`src/stack_queue_engine_defines.svh`:
```
// Assertion macros shared by the stack/queue engine RTL.
// No dependencies; expects clk and arst_n in the including module's scope.
`ifndef STACK_QUEUE_ENGINE_DEFINES_SVH
`define STACK_QUEUE_ENGINE_DEFINES_SVH

// same-cycle implication, disabled while in reset
`define SQE_ASSERT_IMP(lbl, ante, cons) \
	lbl: assert property (@(posedge clk) disable iff (!arst_n) (ante) |-> (cons)) \
		else $error("stack_queue_engine check failed");

// next-cycle implication, disabled while in reset
`define SQE_ASSERT_NEXT(lbl, ante, cons) \
	lbl: assert property (@(posedge clk) disable iff (!arst_n) (ante) |=> (cons)) \
		else $error("stack_queue_engine check failed");

`endif

```
`src/sqe_pkg.sv`:
```
// Shared types and constants of the stack/queue engine.
// Used by sqe_ctrl, sqe_datapath and stack_queue_engine; no dependencies.
package sqe_pkg;

	localparam int unsigned DEPTH = 64;
	localparam int unsigned AW    = $clog2(DEPTH);
	localparam int unsigned CW    = $clog2(DEPTH + 1);

	typedef logic [AW-1:0] idx_t;
	typedef logic [CW-1:0] cnt_t;

	typedef enum logic [2:0] {
		OP_PUSH = 3'd0,
		OP_PALL = 3'd1,
		OP_PINT = 3'd2,
		OP_POP  = 3'd3,
		OP_SWAP = 3'd4
	} op_t;

	typedef enum logic [2:0] {
		ST_OK        = 3'd0,
		ST_FULL      = 3'd1,
		ST_PINT_EMPT = 3'd2,
		ST_POP_EMPT  = 3'd3,
		ST_SWAP_SHRT = 3'd4
	} stat_t;

	typedef enum logic [2:0] {
		S_IDLE,
		S_PINT,
		S_SWAP_B,
		S_SWAP_WA,
		S_SWAP_WB,
		S_PALL
	} fsm_t;

	typedef enum logic [1:0] {
		RD_FRONT,
		RD_SECOND,
		RD_NEXT
	} rd_sel_t;

	typedef enum logic [1:0] {
		WR_PUSH,
		WR_SWAP_A,
		WR_SWAP_B
	} wr_sel_t;

	typedef struct packed {
		logic    mem_we;
		wr_sel_t wr_sel;
		logic    rd_en;
		rd_sel_t rd_sel;
		logic    push_upd;
		logic    pop_upd;
		logic    walk_clr;
		logic    walk_inc;
		logic    tmp_ld;
		logic    res_ld;
		logic    res_mem;
		stat_t   res_status;
		logic    res_last;
	} cmd_t;

	typedef struct packed {
		logic res_free;
		logic empty;
		logic lt2;
		logic full;
		logic walk_last;
	} sts_t;

endpackage

```
`src/sqe_ctrl.sv`:
```
// Controller state machine of the stack/queue engine.
// Depends on sqe_pkg; drives commands into sqe_datapath.
module sqe_ctrl
	import sqe_pkg::*;
(
	input  logic       clk,
	input  logic       arst_n,
	input  logic       in_valid,
	output logic       in_stall,
	input  logic [2:0] operation,
	input  sts_t       sts,
	output cmd_t       cmd
);

	fsm_t state_q, state_d;
	logic accept;

	assign in_stall = !((state_q == S_IDLE) && sts.res_free);
	assign accept   = in_valid && !in_stall;

	always_ff @(posedge clk or negedge arst_n) begin
		if (!arst_n) begin
			state_q <= S_IDLE;
		end else begin
			state_q <= state_d;
		end
	end

	always_comb begin
		state_d = state_q;
		case (state_q)
			S_IDLE: begin
				if (accept) begin
					case (op_t'(operation))
						OP_PALL: if (!sts.empty) state_d = S_PALL;
						OP_PINT: if (!sts.empty) state_d = S_PINT;
						OP_SWAP: if (!sts.lt2) state_d = S_SWAP_B;
						default: state_d = S_IDLE;
					endcase
				end
			end
			S_PINT:    if (sts.res_free) state_d = S_IDLE;
			S_SWAP_B:  state_d = S_SWAP_WA;
			S_SWAP_WA: state_d = S_SWAP_WB;
			S_SWAP_WB: if (sts.res_free) state_d = S_IDLE;
			S_PALL:    if (sts.res_free && sts.walk_last) state_d = S_IDLE;
			default:   state_d = S_IDLE;
		endcase
	end

	always_comb begin
		cmd            = '0;
		cmd.wr_sel     = WR_PUSH;
		cmd.rd_sel     = RD_FRONT;
		cmd.res_status = ST_OK;
		case (state_q)
			S_IDLE: begin
				if (accept) begin
					case (op_t'(operation))
						OP_PUSH: begin
							cmd.res_ld   = 1'b1;
							cmd.res_last = 1'b1;
							if (sts.full) begin
								cmd.res_status = ST_FULL;
							end else begin
								cmd.mem_we   = 1'b1;
								cmd.wr_sel   = WR_PUSH;
								cmd.push_upd = 1'b1;
							end
						end
						OP_PALL: begin
							if (sts.empty) begin
								cmd.res_ld   = 1'b1;
								cmd.res_last = 1'b1;
							end else begin
								cmd.rd_en    = 1'b1;
								cmd.rd_sel   = RD_FRONT;
								cmd.walk_clr = 1'b1;
							end
						end
						OP_PINT: begin
							if (sts.empty) begin
								cmd.res_ld     = 1'b1;
								cmd.res_last   = 1'b1;
								cmd.res_status = ST_PINT_EMPT;
							end else begin
								cmd.rd_en  = 1'b1;
								cmd.rd_sel = RD_FRONT;
							end
						end
						OP_POP: begin
							cmd.res_ld   = 1'b1;
							cmd.res_last = 1'b1;
							if (sts.empty) begin
								cmd.res_status = ST_POP_EMPT;
							end else begin
								cmd.pop_upd = 1'b1;
							end
						end
						OP_SWAP: begin
							if (sts.lt2) begin
								cmd.res_ld     = 1'b1;
								cmd.res_last   = 1'b1;
								cmd.res_status = ST_SWAP_SHRT;
							end else begin
								cmd.rd_en  = 1'b1;
								cmd.rd_sel = RD_FRONT;
							end
						end
						default: begin
							// undefined codes just complete with a blank item
							cmd.res_ld   = 1'b1;
							cmd.res_last = 1'b1;
						end
					endcase
				end
			end
			S_PINT: begin
				if (sts.res_free) begin
					cmd.res_ld   = 1'b1;
					cmd.res_mem  = 1'b1;
					cmd.res_last = 1'b1;
				end
			end
			S_SWAP_B: begin
				// front value sits in read data; park it and fetch the second
				cmd.tmp_ld = 1'b1;
				cmd.rd_en  = 1'b1;
				cmd.rd_sel = RD_SECOND;
			end
			S_SWAP_WA: begin
				cmd.mem_we = 1'b1;
				cmd.wr_sel = WR_SWAP_A;
			end
			S_SWAP_WB: begin
				if (sts.res_free) begin
					cmd.mem_we   = 1'b1;
					cmd.wr_sel   = WR_SWAP_B;
					cmd.res_ld   = 1'b1;
					cmd.res_last = 1'b1;
				end
			end
			S_PALL: begin
				if (sts.res_free) begin
					cmd.res_ld   = 1'b1;
					cmd.res_mem  = 1'b1;
					cmd.res_last = sts.walk_last;
					if (!sts.walk_last) begin
						cmd.rd_en    = 1'b1;
						cmd.rd_sel   = RD_NEXT;
						cmd.walk_inc = 1'b1;
					end
				end
			end
			default: begin
				cmd = '0;
			end
		endcase
	end

endmodule

```
`src/sqe_datapath.sv`:
```
// Datapath of the stack/queue engine: value store, pointers, result and output registers.
// Depends on sqe_pkg and stack_queue_engine_defines.svh; commanded by sqe_ctrl.
`include "stack_queue_engine_defines.svh"

module sqe_datapath
	import sqe_pkg::*;
(
	input  logic               clk,
	input  logic               arst_n,
	input  cmd_t               cmd,
	output sts_t               sts,
	input  logic signed [31:0] push_value,
	input  logic               cfg_we,
	input  logic               cfg_data,
	output logic               out_valid,
	input  logic               out_stall,
	output logic signed [31:0] result_value,
	output logic               has_value,
	output logic [2:0]         status,
	output logic               last
);

	localparam logic [AW:0] DEPTH_X = (AW+1)'(DEPTH);

	logic [31:0]        mem_q [DEPTH];
	logic signed [31:0] rd_data_q;
	logic signed [31:0] tmp_q;
	idx_t               front_q;
	cnt_t               count_q;
	idx_t               walk_q;
	logic               queue_mode_q;

	logic               res_valid_q;
	logic signed [31:0] res_value_q;
	logic               res_has_q;
	stat_t              res_status_q;
	logic               res_last_q;

	logic               out_valid_q;
	logic signed [31:0] out_value_q;
	logic               out_has_q;
	stat_t              out_status_q;
	logic               out_last_q;

	logic               out_free;
	idx_t               front_dec;
	idx_t               wr_addr;
	idx_t               rd_addr;
	logic [31:0]        wr_data;

	// position k places behind the front, circular
	function automatic idx_t slot(input idx_t base, input idx_t k);
		logic [AW:0] p;
		p = {1'b0, base} + {1'b0, k};
		if (p >= DEPTH_X) p = p - DEPTH_X;
		return p[AW-1:0];
	endfunction

	assign front_dec = (front_q == '0) ? idx_t'(DEPTH - 1) : front_q - idx_t'(1);

	always_comb begin
		case (cmd.wr_sel)
			WR_PUSH: begin
				wr_addr = queue_mode_q ? slot(front_q, count_q[AW-1:0]) : front_dec;
				wr_data = push_value;
			end
			WR_SWAP_A: begin
				wr_addr = front_q;
				wr_data = rd_data_q;
			end
			WR_SWAP_B: begin
				wr_addr = slot(front_q, idx_t'(1));
				wr_data = tmp_q;
			end
			default: begin
				wr_addr = front_q;
				wr_data = push_value;
			end
		endcase
	end

	always_comb begin
		case (cmd.rd_sel)
			RD_FRONT:  rd_addr = front_q;
			RD_SECOND: rd_addr = slot(front_q, idx_t'(1));
			RD_NEXT:   rd_addr = slot(front_q, walk_q + idx_t'(1));
			default:   rd_addr = front_q;
		endcase
	end

	always_ff @(posedge clk) begin
		if (cmd.mem_we) mem_q[wr_addr] <= wr_data;
		if (cmd.rd_en) rd_data_q <= mem_q[rd_addr];
		if (cmd.tmp_ld) tmp_q <= rd_data_q;
	end

	always_ff @(posedge clk or negedge arst_n) begin
		if (!arst_n) begin
			front_q      <= '0;
			count_q      <= '0;
			walk_q       <= '0;
			queue_mode_q <= 1'b0;
		end else begin
			if (cfg_we) queue_mode_q <= cfg_data;
			if (cmd.push_upd) begin
				count_q <= count_q + cnt_t'(1);
				if (!queue_mode_q) front_q <= front_dec;
			end else if (cmd.pop_upd) begin
				count_q <= count_q - cnt_t'(1);
				front_q <= slot(front_q, idx_t'(1));
			end
			if (cmd.walk_clr) begin
				walk_q <= '0;
			end else if (cmd.walk_inc) begin
				walk_q <= walk_q + idx_t'(1);
			end
		end
	end

	// result slot feeds the output register; together they form a skid pair
	assign out_free = !out_valid_q || !out_stall;

	always_ff @(posedge clk or negedge arst_n) begin
		if (!arst_n) begin
			res_valid_q <= 1'b0;
			out_valid_q <= 1'b0;
		end else begin
			if (cmd.res_ld) begin
				res_valid_q <= 1'b1;
			end else if (out_free) begin
				res_valid_q <= 1'b0;
			end
			if (out_free) out_valid_q <= res_valid_q;
		end
	end

	always_ff @(posedge clk) begin
		if (cmd.res_ld) begin
			res_value_q  <= cmd.res_mem ? rd_data_q : '0;
			res_has_q    <= cmd.res_mem;
			res_status_q <= cmd.res_status;
			res_last_q   <= cmd.res_last;
		end
		if (out_free && res_valid_q) begin
			out_value_q  <= res_value_q;
			out_has_q    <= res_has_q;
			out_status_q <= res_status_q;
			out_last_q   <= res_last_q;
		end
	end

	assign sts.res_free  = !res_valid_q || out_free;
	assign sts.empty     = (count_q == '0);
	assign sts.lt2       = (count_q < cnt_t'(2));
	assign sts.full      = (count_q == cnt_t'(DEPTH));
	assign sts.walk_last = ((cnt_t'(walk_q) + cnt_t'(1)) == count_q);

	assign out_valid    = out_valid_q;
	assign result_value = out_value_q;
	assign has_value    = out_has_q;
	assign status       = out_status_q;
	assign last         = out_last_q;

	`SQE_ASSERT_IMP(a_count_range, 1'b1, count_q <= cnt_t'(DEPTH))
	`SQE_ASSERT_IMP(a_push_not_full, cmd.push_upd, !sts.full)
	`SQE_ASSERT_IMP(a_pop_not_empty, cmd.pop_upd, !sts.empty)
	`SQE_ASSERT_IMP(a_res_slot_free, cmd.res_ld, sts.res_free)
	`SQE_ASSERT_IMP(a_walk_in_range, cmd.walk_inc, !sts.walk_last && !sts.empty)
	`SQE_ASSERT_NEXT(a_res_moves, res_valid_q && out_free && !cmd.res_ld, !res_valid_q)

endmodule

```
`src/stack_queue_engine.sv`:
```
// Top level of the stack/queue engine: bounded stack or queue of signed 32-bit values.
// Depends on sqe_pkg, sqe_ctrl and sqe_datapath.
//
//  channel | handshake           | payload
//  --------+---------------------+------------------------------------------
//  in      | in_valid / in_stall | operation, push_value
//  out     | out_valid/out_stall | result_value, has_value, status, last
//  cfg     | cfg_valid/cfg_ready | cfg_data (queue_mode)
//
// Push, pop, errors and undefined codes: one item per cycle when the output drains.
// Peek reads the front entry and then returns it; swap runs read a, read b, write a,
// write b in turn. Print all: one store read per item, starting from the front.
// Input is stalled while an operation is under way or the result slot is held.
// Reset clears pointers, count, mode, FSM state and valid flags, not the store itself.
module stack_queue_engine
	import sqe_pkg::*;
(
	input  logic               clk,
	input  logic               arst_n,
	input  logic               in_valid,
	output logic               in_stall,
	input  logic [2:0]         operation,
	input  logic signed [31:0] push_value,
	output logic               out_valid,
	input  logic               out_stall,
	output logic signed [31:0] result_value,
	output logic               has_value,
	output logic [2:0]         status,
	output logic               last,
	input  logic               cfg_valid,
	output logic               cfg_ready,
	input  logic               cfg_data
);

	cmd_t cmd;
	sts_t sts;

	// mode writes are always taken
	assign cfg_ready = 1'b1;

	sqe_ctrl u_ctrl (
		.clk       (clk),
		.arst_n    (arst_n),
		.in_valid  (in_valid),
		.in_stall  (in_stall),
		.operation (operation),
		.sts       (sts),
		.cmd       (cmd)
	);

	sqe_datapath u_dp (
		.clk          (clk),
		.arst_n       (arst_n),
		.cmd          (cmd),
		.sts          (sts),
		.push_value   (push_value),
		.cfg_we       (cfg_valid && cfg_ready),
		.cfg_data     (cfg_data),
		.out_valid    (out_valid),
		.out_stall    (out_stall),
		.result_value (result_value),
		.has_value    (has_value),
		.status       (status),
		.last         (last)
	);

endmodule
```
`config.mk`:
```
export PLATFORM = sky130hd
export DESIGN_NAME = stack_queue_engine
export DESIGN_NICKNAME = d
export VERILOG_FILES = /design/src/sqe_pkg.sv /design/src/sqe_ctrl.sv /design/src/sqe_datapath.sv /design/src/stack_queue_engine.sv
export VERILOG_INCLUDE_DIRS = /design/src /design/src/src
export SDC_FILE = /design/constraint.sdc
export NUM_CORES = 2
export LEC_CHECK = 0
export BUFFER_PORTS_ARGS = -buffer_cell sky130_fd_sc_hd__buf_2
export CAP_MARGIN = 20
export CORE_MARGIN = 5
export CORE_UTILIZATION = 30
export CTS_CLUSTER_SIZE = 20
export DETAILED_ROUTE_END_ITERATION = 8
export PLACE_DENSITY = 0.57
export SYNTH_ARGS = -nofsm -noshare
export SYNTH_HDL_FRONTEND = slang
export SYNTH_SLANG_ARGS = --single-unit
```
`constraint.sdc`:
```
create_clock -name clk -period 6.2 [get_ports clk]
set_input_delay 1.55 -clock clk [delete_from_list [all_inputs] [get_ports clk]]
set_output_delay 1.55 -clock clk [all_outputs]
set_load 0.01 [all_outputs]
```
Word level (Yosys, flattened, before mapping)
Memories as Yosys holds them, arrays and structs flattened. A register that Yosys moved wholly into a read port is not among the register bits. Index checks and enable logic that the tools add are counted.

RAM bits: 2048. Memories kept: 1. Logic and storage cells: 143. Bits in registers: 131.

Add/sub/neg operators: 11. Equal/unequal tests: 22. Reductions and logical operators: 24. Order comparisons: 4. Multiplexer cells: 65.

Memories: u_dp.mem_q (depth 64, bits a word 32, read ports 1, clocked after Yosys merged registers in 1, write ports 1, RTL line sqe_datapath.sv:25) `logic [31:0] mem_q [DEPTH];`.

Operators with widths (number): case mux 32 bit (2 select lines) (1); two-way mux 6 bit (10); two-way mux 3 bit (15); case mux 3 bit (3 select lines) (3); case mux 6 bit (2 select lines) (2); subtractor 6 x 1 -> 6 bit, second input constant (4); >= comparator 7 bit, second input constant (3); two-way mux 1 bit (21); case mux 3 bit (5 select lines) (1); adder 6 x 1 -> 7 bit, second input constant (2); adder 6 x 6 -> 7 bit (2); two-way mux 7 bit (2); equality test 3 x 2 -> 1 bit, second input constant (4); case mux 3 bit (4 select lines) (1); equality test 3 bit, second input constant (3); two-way mux 9 bit (1); != test 3 bit, second input constant (3); case mux 1 bit (3 select lines) (3); adder 7 x 1 -> 7 bit, second input constant (1); equality test 7 bit (1); equality test 7 bit, second input constant (1); logical NOT 7 bit (1); less-than comparator 7 x 2 -> 1 bit, second input constant (1); subtractor 7 x 1 -> 7 bit, second input constant (1); other kinds (20) (39).

Depth between registers and ports, before layout
Word-level depth: 9. Mapped depth: 21. Mapped depth without buffers: 16.

By module
Synthesis repeated with hierarchy kept, for this count alone.

Cells, all modules: 5871. Area total of the unflattened synthesis: 87166.1 um^2.

Modules (own cells, without submodules): sqe_datapath (instances 1, area an instance 86701.9 um^2, cells an instance 5808); sqe_ctrl (instances 1, area an instance 452.9 um^2, cells an instance 61); stack_queue_engine (instances 1, area an instance 11.3 um^2, cells an instance 2).

Least setup slack after synthesis
No wires, ideal clock.

Kind: input -> register. From: input out_stall. To: memory u_dp.mem_q[13][0], enable pin. Data arrival time: 6.562 ns. Data required time: 5.699 ns. Setup slack: -0.863 ns. Library setup time: 0.501 ns. Stages: 12. Path buffers: 2. Cells stage by stage: a31oi_1 -> clkbuf_1 -> nand3_1 -> inv_1 -> ha_1 -> clkbuf_1 -> inv_1 -> a211oi_1 -> a21oi_1 -> a31oi_2 -> nand2_1 -> nor4_1.

Cells in the longest elaborated chain, start to end: 9. Elaborated cells on any way between the ends: 13. Classes of those cells: eq/ne (1); mux (6); reduce/logical (6).

RTL lines: start: declaration (RTL line stack_queue_engine.sv:25) `input logic out_stall,`; logical NOT 1 bit (*) (RTL line sqe_datapath.sv:121) `assign out_free = !out_valid_q || !out_stall;`; logical OR 1 bit (*) (RTL line sqe_datapath.sv:121); logical OR 1 bit (*) (RTL line sqe_datapath.sv:152) `assign sts.res_free = !res_valid_q || out_free;`; logical AND 1 bit (RTL line sqe_ctrl.sv:18) `assign in_stall = !((state_q == S_IDLE) && sts.res_free);`; logical AND 1 bit (RTL line sqe_ctrl.sv:19) `assign accept = in_valid && !in_stall;`; two-way mux 9 bit (RTL line sqe_ctrl.sv:58) `if (accept) begin`; case mux 3 bit (3 select lines) (*) (RTL line sqe_ctrl.sv:56) `case (state_q)`; equality test 2 bit (tied with other cells) (RTL line sqe_datapath.sv:62) `case (cmd.wr_sel)`; case mux 6 bit (2 select lines) / two-way mux 1 bit (equally long branches) (RTL line sqe_datapath.sv:62, sqe_datapath.sv:92); end: declaration (RTL line sqe_datapath.sv:25).

Every way passes the cells marked *; elsewhere a longest branch is shown, timed or not.

Worst setup path after layout
From: register u_dp.walk_q[0]. To: register u_dp.rd_data_q[21], read port of u_dp.mem_q (data pin).

Cells in the longest elaborated chain, start to end: 7. Elaborated cells on any way between the ends: 13. Classes of those cells: add/sub (4); order compare (1); eq/ne (3); mux (5).

RTL lines: start: declaration (RTL line sqe_datapath.sv:30) `idx_t walk_q;`; start signal: assignment (RTL line sqe_datapath.sv:115) `walk_q <= walk_q + idx_t'(1);`; parallel branches: the longest is 7 deep, another holds adder 6 x 6 -> 7 bit; end: declaration (RTL line sqe_datapath.sv:26) `logic signed [31:0] rd_data_q;`.

Several ways; the timed one is not identified. A chain may end at the register's enable or synchronous reset.

==> impl.org <==
** Run status
- The flow ran to the end, and the final reports show no timing, DRC or antenna violations.

** Global route
- Across every metal layer, demand over resource in global routing totals 0.172.
- The first global-routing pass estimated 394000 µm of wire.
- Met1 track utilization from global routing :: 0.242
- For this run, global-route usage on met2 was measured as 0.268.
- In this run the most used layer during global routing was met2.
- Pin count of the biggest net entering global routing :: 123
- Grt total ovfl :: 0
- The initial antenna violation count came to 17.
- The via count of the first global-routing pass is 55900.
- In the global route stage, met3 resource usage came out at 0.0309.

** Drt
- Post-route DRC :: 0
- Once detail routing completed, the nets flagged for antenna violations numbered 0.
- For this block, the routed nets add up to 277000 µm of wire.
- Dividing the detail-routed wire length by the instance count gives 26.4 µm.
- Vias per std cell :: 5.54
- Number of vias after detailed routing :: 58100
- DRT iter0 DRCs :: 7258
- Detailed Routing Iterations Pass 1 :: 8

** Yosys
- Flip-flop cell with the highest count after synthesis :: edfxtp_1
- Synthesis produced a netlist with a net count of 6209.
- Commonest cells in the synthesized netlist :: edfxtp_1, nand2_1, a21oi_1, a221oi_1, clkbuf_1
- In this run, synthesis produced a sequential element count of 2211.
- The cell count after synthesis came out at 6141.
- Yosys printed 0 warnings.
- EDFF count, synth :: 2186
- Most frequent cell after synthesis :: edfxtp_1
- The mapped netlist covers 89100 µm².
- Area share of the leading cell type in the synthesized netlist :: 0.737
- Avg Synthesized Cell Area :: 14.5 µm²
- After synthesis, the share of flip-flops with an asynchronous set or reset is 0.0113.
- Synth area leader :: edfxtp_1
- Largest cells by area after synthesis :: edfxtp_1, nand2_1, a221oi_1
- The netlist uses 83 different library cells.
- The share of the Yosys chip area taken by registers is 0.744.

** Timing
- Slew Limit Headroom :: 0.230
- Count of final setup violators :: 0
- The final count of hold timing violations was 0.
- Setup slack closes at 0.364 ns.
- Derived from the worst setup path, the maximum achievable clock frequency is 171 MHz.
- Pin slew with the least headroom to its limit :: 1.14 ns
- Final min period :: 5.84 ns
- Post-route fraction of the period consumed by the critical path :: 0.941
- The number of pins exceeding their max-slew limit in the final report came to 0.
- Unrepaired setup endpoints after global routing :: false
- Between clock sinks in the finished design, the worst skew comes to 0.0396 ns.

** Critical path
- On the worst path, the slowest cell contributes a delay of 0.92 ns.
- The signal on the critical path passes through ha_1 -> and4b_1 -> a211oi_1 -> a311oi_1 -> o2111ai_1 -> nand4_1 -> buf_4 -> ha_4 -> nand2_1 -> and2_4 -> nand2_4 -> buf_12 -> buf_12 -> a211oi_1 -> a31oi_1 -> o22ai_1 -> nor4_1 -> a22o_1.
- STA classifies the critical path endpoint as a register.
- The worst setup path is launched from a register.
- Arrival time of the worst setup path :: 6.56 ns
- The slowest stage of the critical path belongs to the cell nor4_1.
- For the worst setup path, the data required time is 6.92 ns.
- By startpoint and endpoint, the worst setup path is classified as register to register.
- In this run the worst path has a maximum fanout of 83.

** Placement
- After legalization and detailed placement, the total HPWL measured 154000 µm.
- Buffers added on ports :: 79
- Last weighted congestion value of the routability-driven placer :: 0.859
- In this run the cell area measured after placement is 97900 µm².
- Placed insts :: 10100
- Before CTS, the worst setup slack after placement is -0.259 ns.

** CTS
- Clock H-tree levels :: 4
- The clock passes through at most 3 buffers.
- CTS Hold Buffers Added :: 0
- Clock Sinks :: 2211
- Clock tree from TritonCTS :: done
- The root buffer cell chosen for the clock tree is clkbuf_16.
- In this run, CTS created clock tree buffers numbering 221.
- Clock slew at the register clock pins of the worst setup and hold paths :: 0.06 ns
- The later pin in the worst-skew pair is clocked with a latency of 0.86 ns.

** Worst hold path
- The tightest min-delay check is of the register to register type.

** Cells and area
- Count of nets after finishing :: 6426
- Post-route cell area :: 105000 µm²
- Layout cells sized above 1 :: 0.150
- Leaving out filler cells and counting taps, the final layout contains 10500.
- Area Growth Syn to Fin :: 18.3%

** Die
- Starting Density :: 0.301
- The die covers 308000 µm².
- The floorplan step set the die height to 555 µm.
- Pin placement for this block handled 81 I/O pins.
- The initialized floorplan defines 200 standard-cell rows.
- The floorplan step defined a core boundary enclosing 296000 µm².
- Chip width :: 555 µm

** Power
- Power spread over the standard cell area amounts to 547 nW/µm².
- Standby leakage power :: 34.0 nW
- Largest vdd supply drop :: 0.000717 V

** Job
- Count of max-cap constraint violations :: 0
[worst max-delay path, delay by kind of cell, from the launching register on]
kind | cells | cell delay [ns]
adders and majority gates | 2 | 0.68
DFF | 1 | 0.44
buffers and inverters | 3 | 0.85
and+or+nand+nor | 6 | 2.15
AOI/OAI and AO/OA | 7 | 1.47
[where the power goes]
part,switching [mW],leakage [nW],total (mW),internal [mW]
Sequential,0.630,20.1,19.3,18.7
Clock,5.80,3.56,13.5,7.67
Combinational,16.8,10.4,24.9,8.09
Total,23.2,34.0,57.7,34.5
[sequential cells by signal, summed over array words and instances (netlist names), 3 cells and up]
| signal | cells |
|---|---|
| u_dp.result_value | 32 |
| u_ctrl.state_q | 3 |
| u_dp.res_value_q | 32 |
| u_dp.front_q | 6 |
| u_dp.rd_data_q | 32 |
| u_dp.count_q | 7 |
| u_dp.mem_q | 2048 |
| u_dp.tmp_q | 32 |
| u_dp.status | 3 |
| u_dp.res_status_q | 3 |
| u_dp.walk_q | 6 |
[repair_timing]
action / in CTS / in global routing
buffers inserted: 0 / 7
gates resized for setup: 1 / 11
setup endpoints to repair: 1 / 31
pin swaps: 0 / 3
gates cloned: 0 / 3
[cells in the final DEF (no fill, tap or decap), drive strengths merged, types with 72 or more instances in the layout]
cell and n:
nor3 140, o21ai 128, o22ai 95, a221oi 410, and3 72, edfxtp 2186, a21oi 410, nand2 1020
a31oi 105, clkinv 115, nand3 181, mux2i 96, a211oi 164, buf 477, clkbuf 254, and2 140
[metrics by stage]
stage	TNS, ns	power [mW]	utilization	hold WS [ns]
detailed placement	-0.838	43.9	0.330	0.405
floorplan	-53.63	33.3	-	0.400
global placement	-0.689	43.5	0.330	0.408
finish	0	57.7	0.356	0.418
CTS	0	57.3	0.355	0.421
global route	0	60.1	0.356	0.430
[cell families after synthesis]
kind of cell	after synthesis	share of synthesized area
XOR/XNOR	24	0.00251
multiplexers	130	0.0191
AO/OA/AOI/OAI	1562	0.123
other	1	0.0000421
flip-flops	2211	0.744
adder cells (fa/ha/maj)	27	0.00404
AND/OR/NAND/NOR	1676	0.0835
buffers and inverters	510	0.0246
[worst paths after layout]
path / start / endpoint / slack, ns / depth (start not counted)
hold / removal: u_dp.res_value_q[11] / u_dp.result_value[11] / 0.42 / 0
setup / recovery: u_dp.walk_q[0] / u_dp.rd_data_q[21] / 0.36 / 18
setup reg to reg: u_dp.walk_q[0] / u_dp.rd_data_q[21] / 0.36 / 18
max in group asynchronous: arst_n / u_dp.count_q[1] / 5.05 / 1
min in group asynchronous: arst_n / u_dp.queue_mode_q / 0.72 / 1
hold reg to reg: u_dp.res_value_q[11] / u_dp.result_value[11] / 0.42 / 0
[routing by layer]
layer  vias up  routed length (µm)  share of wire
li1      24700                   -              -
met4         4               10400          0.038
met1     30000              114000           0.41
met5         -                  25       0.000090
met2      2936              125000           0.45
met3       475               27400          0.099
[cell type report]
class	instances	area (µm²)
clock buffer	254	5680
tap	3939	4930
inverter	24	90.1
timing repair buffer	477	5160
antenna	5	12.5
sequential	2211	66300
fill	28000	191000
clock inverter	159	1650
multi-input combinational	3423	21700
(Power assumes the default switching activity.)
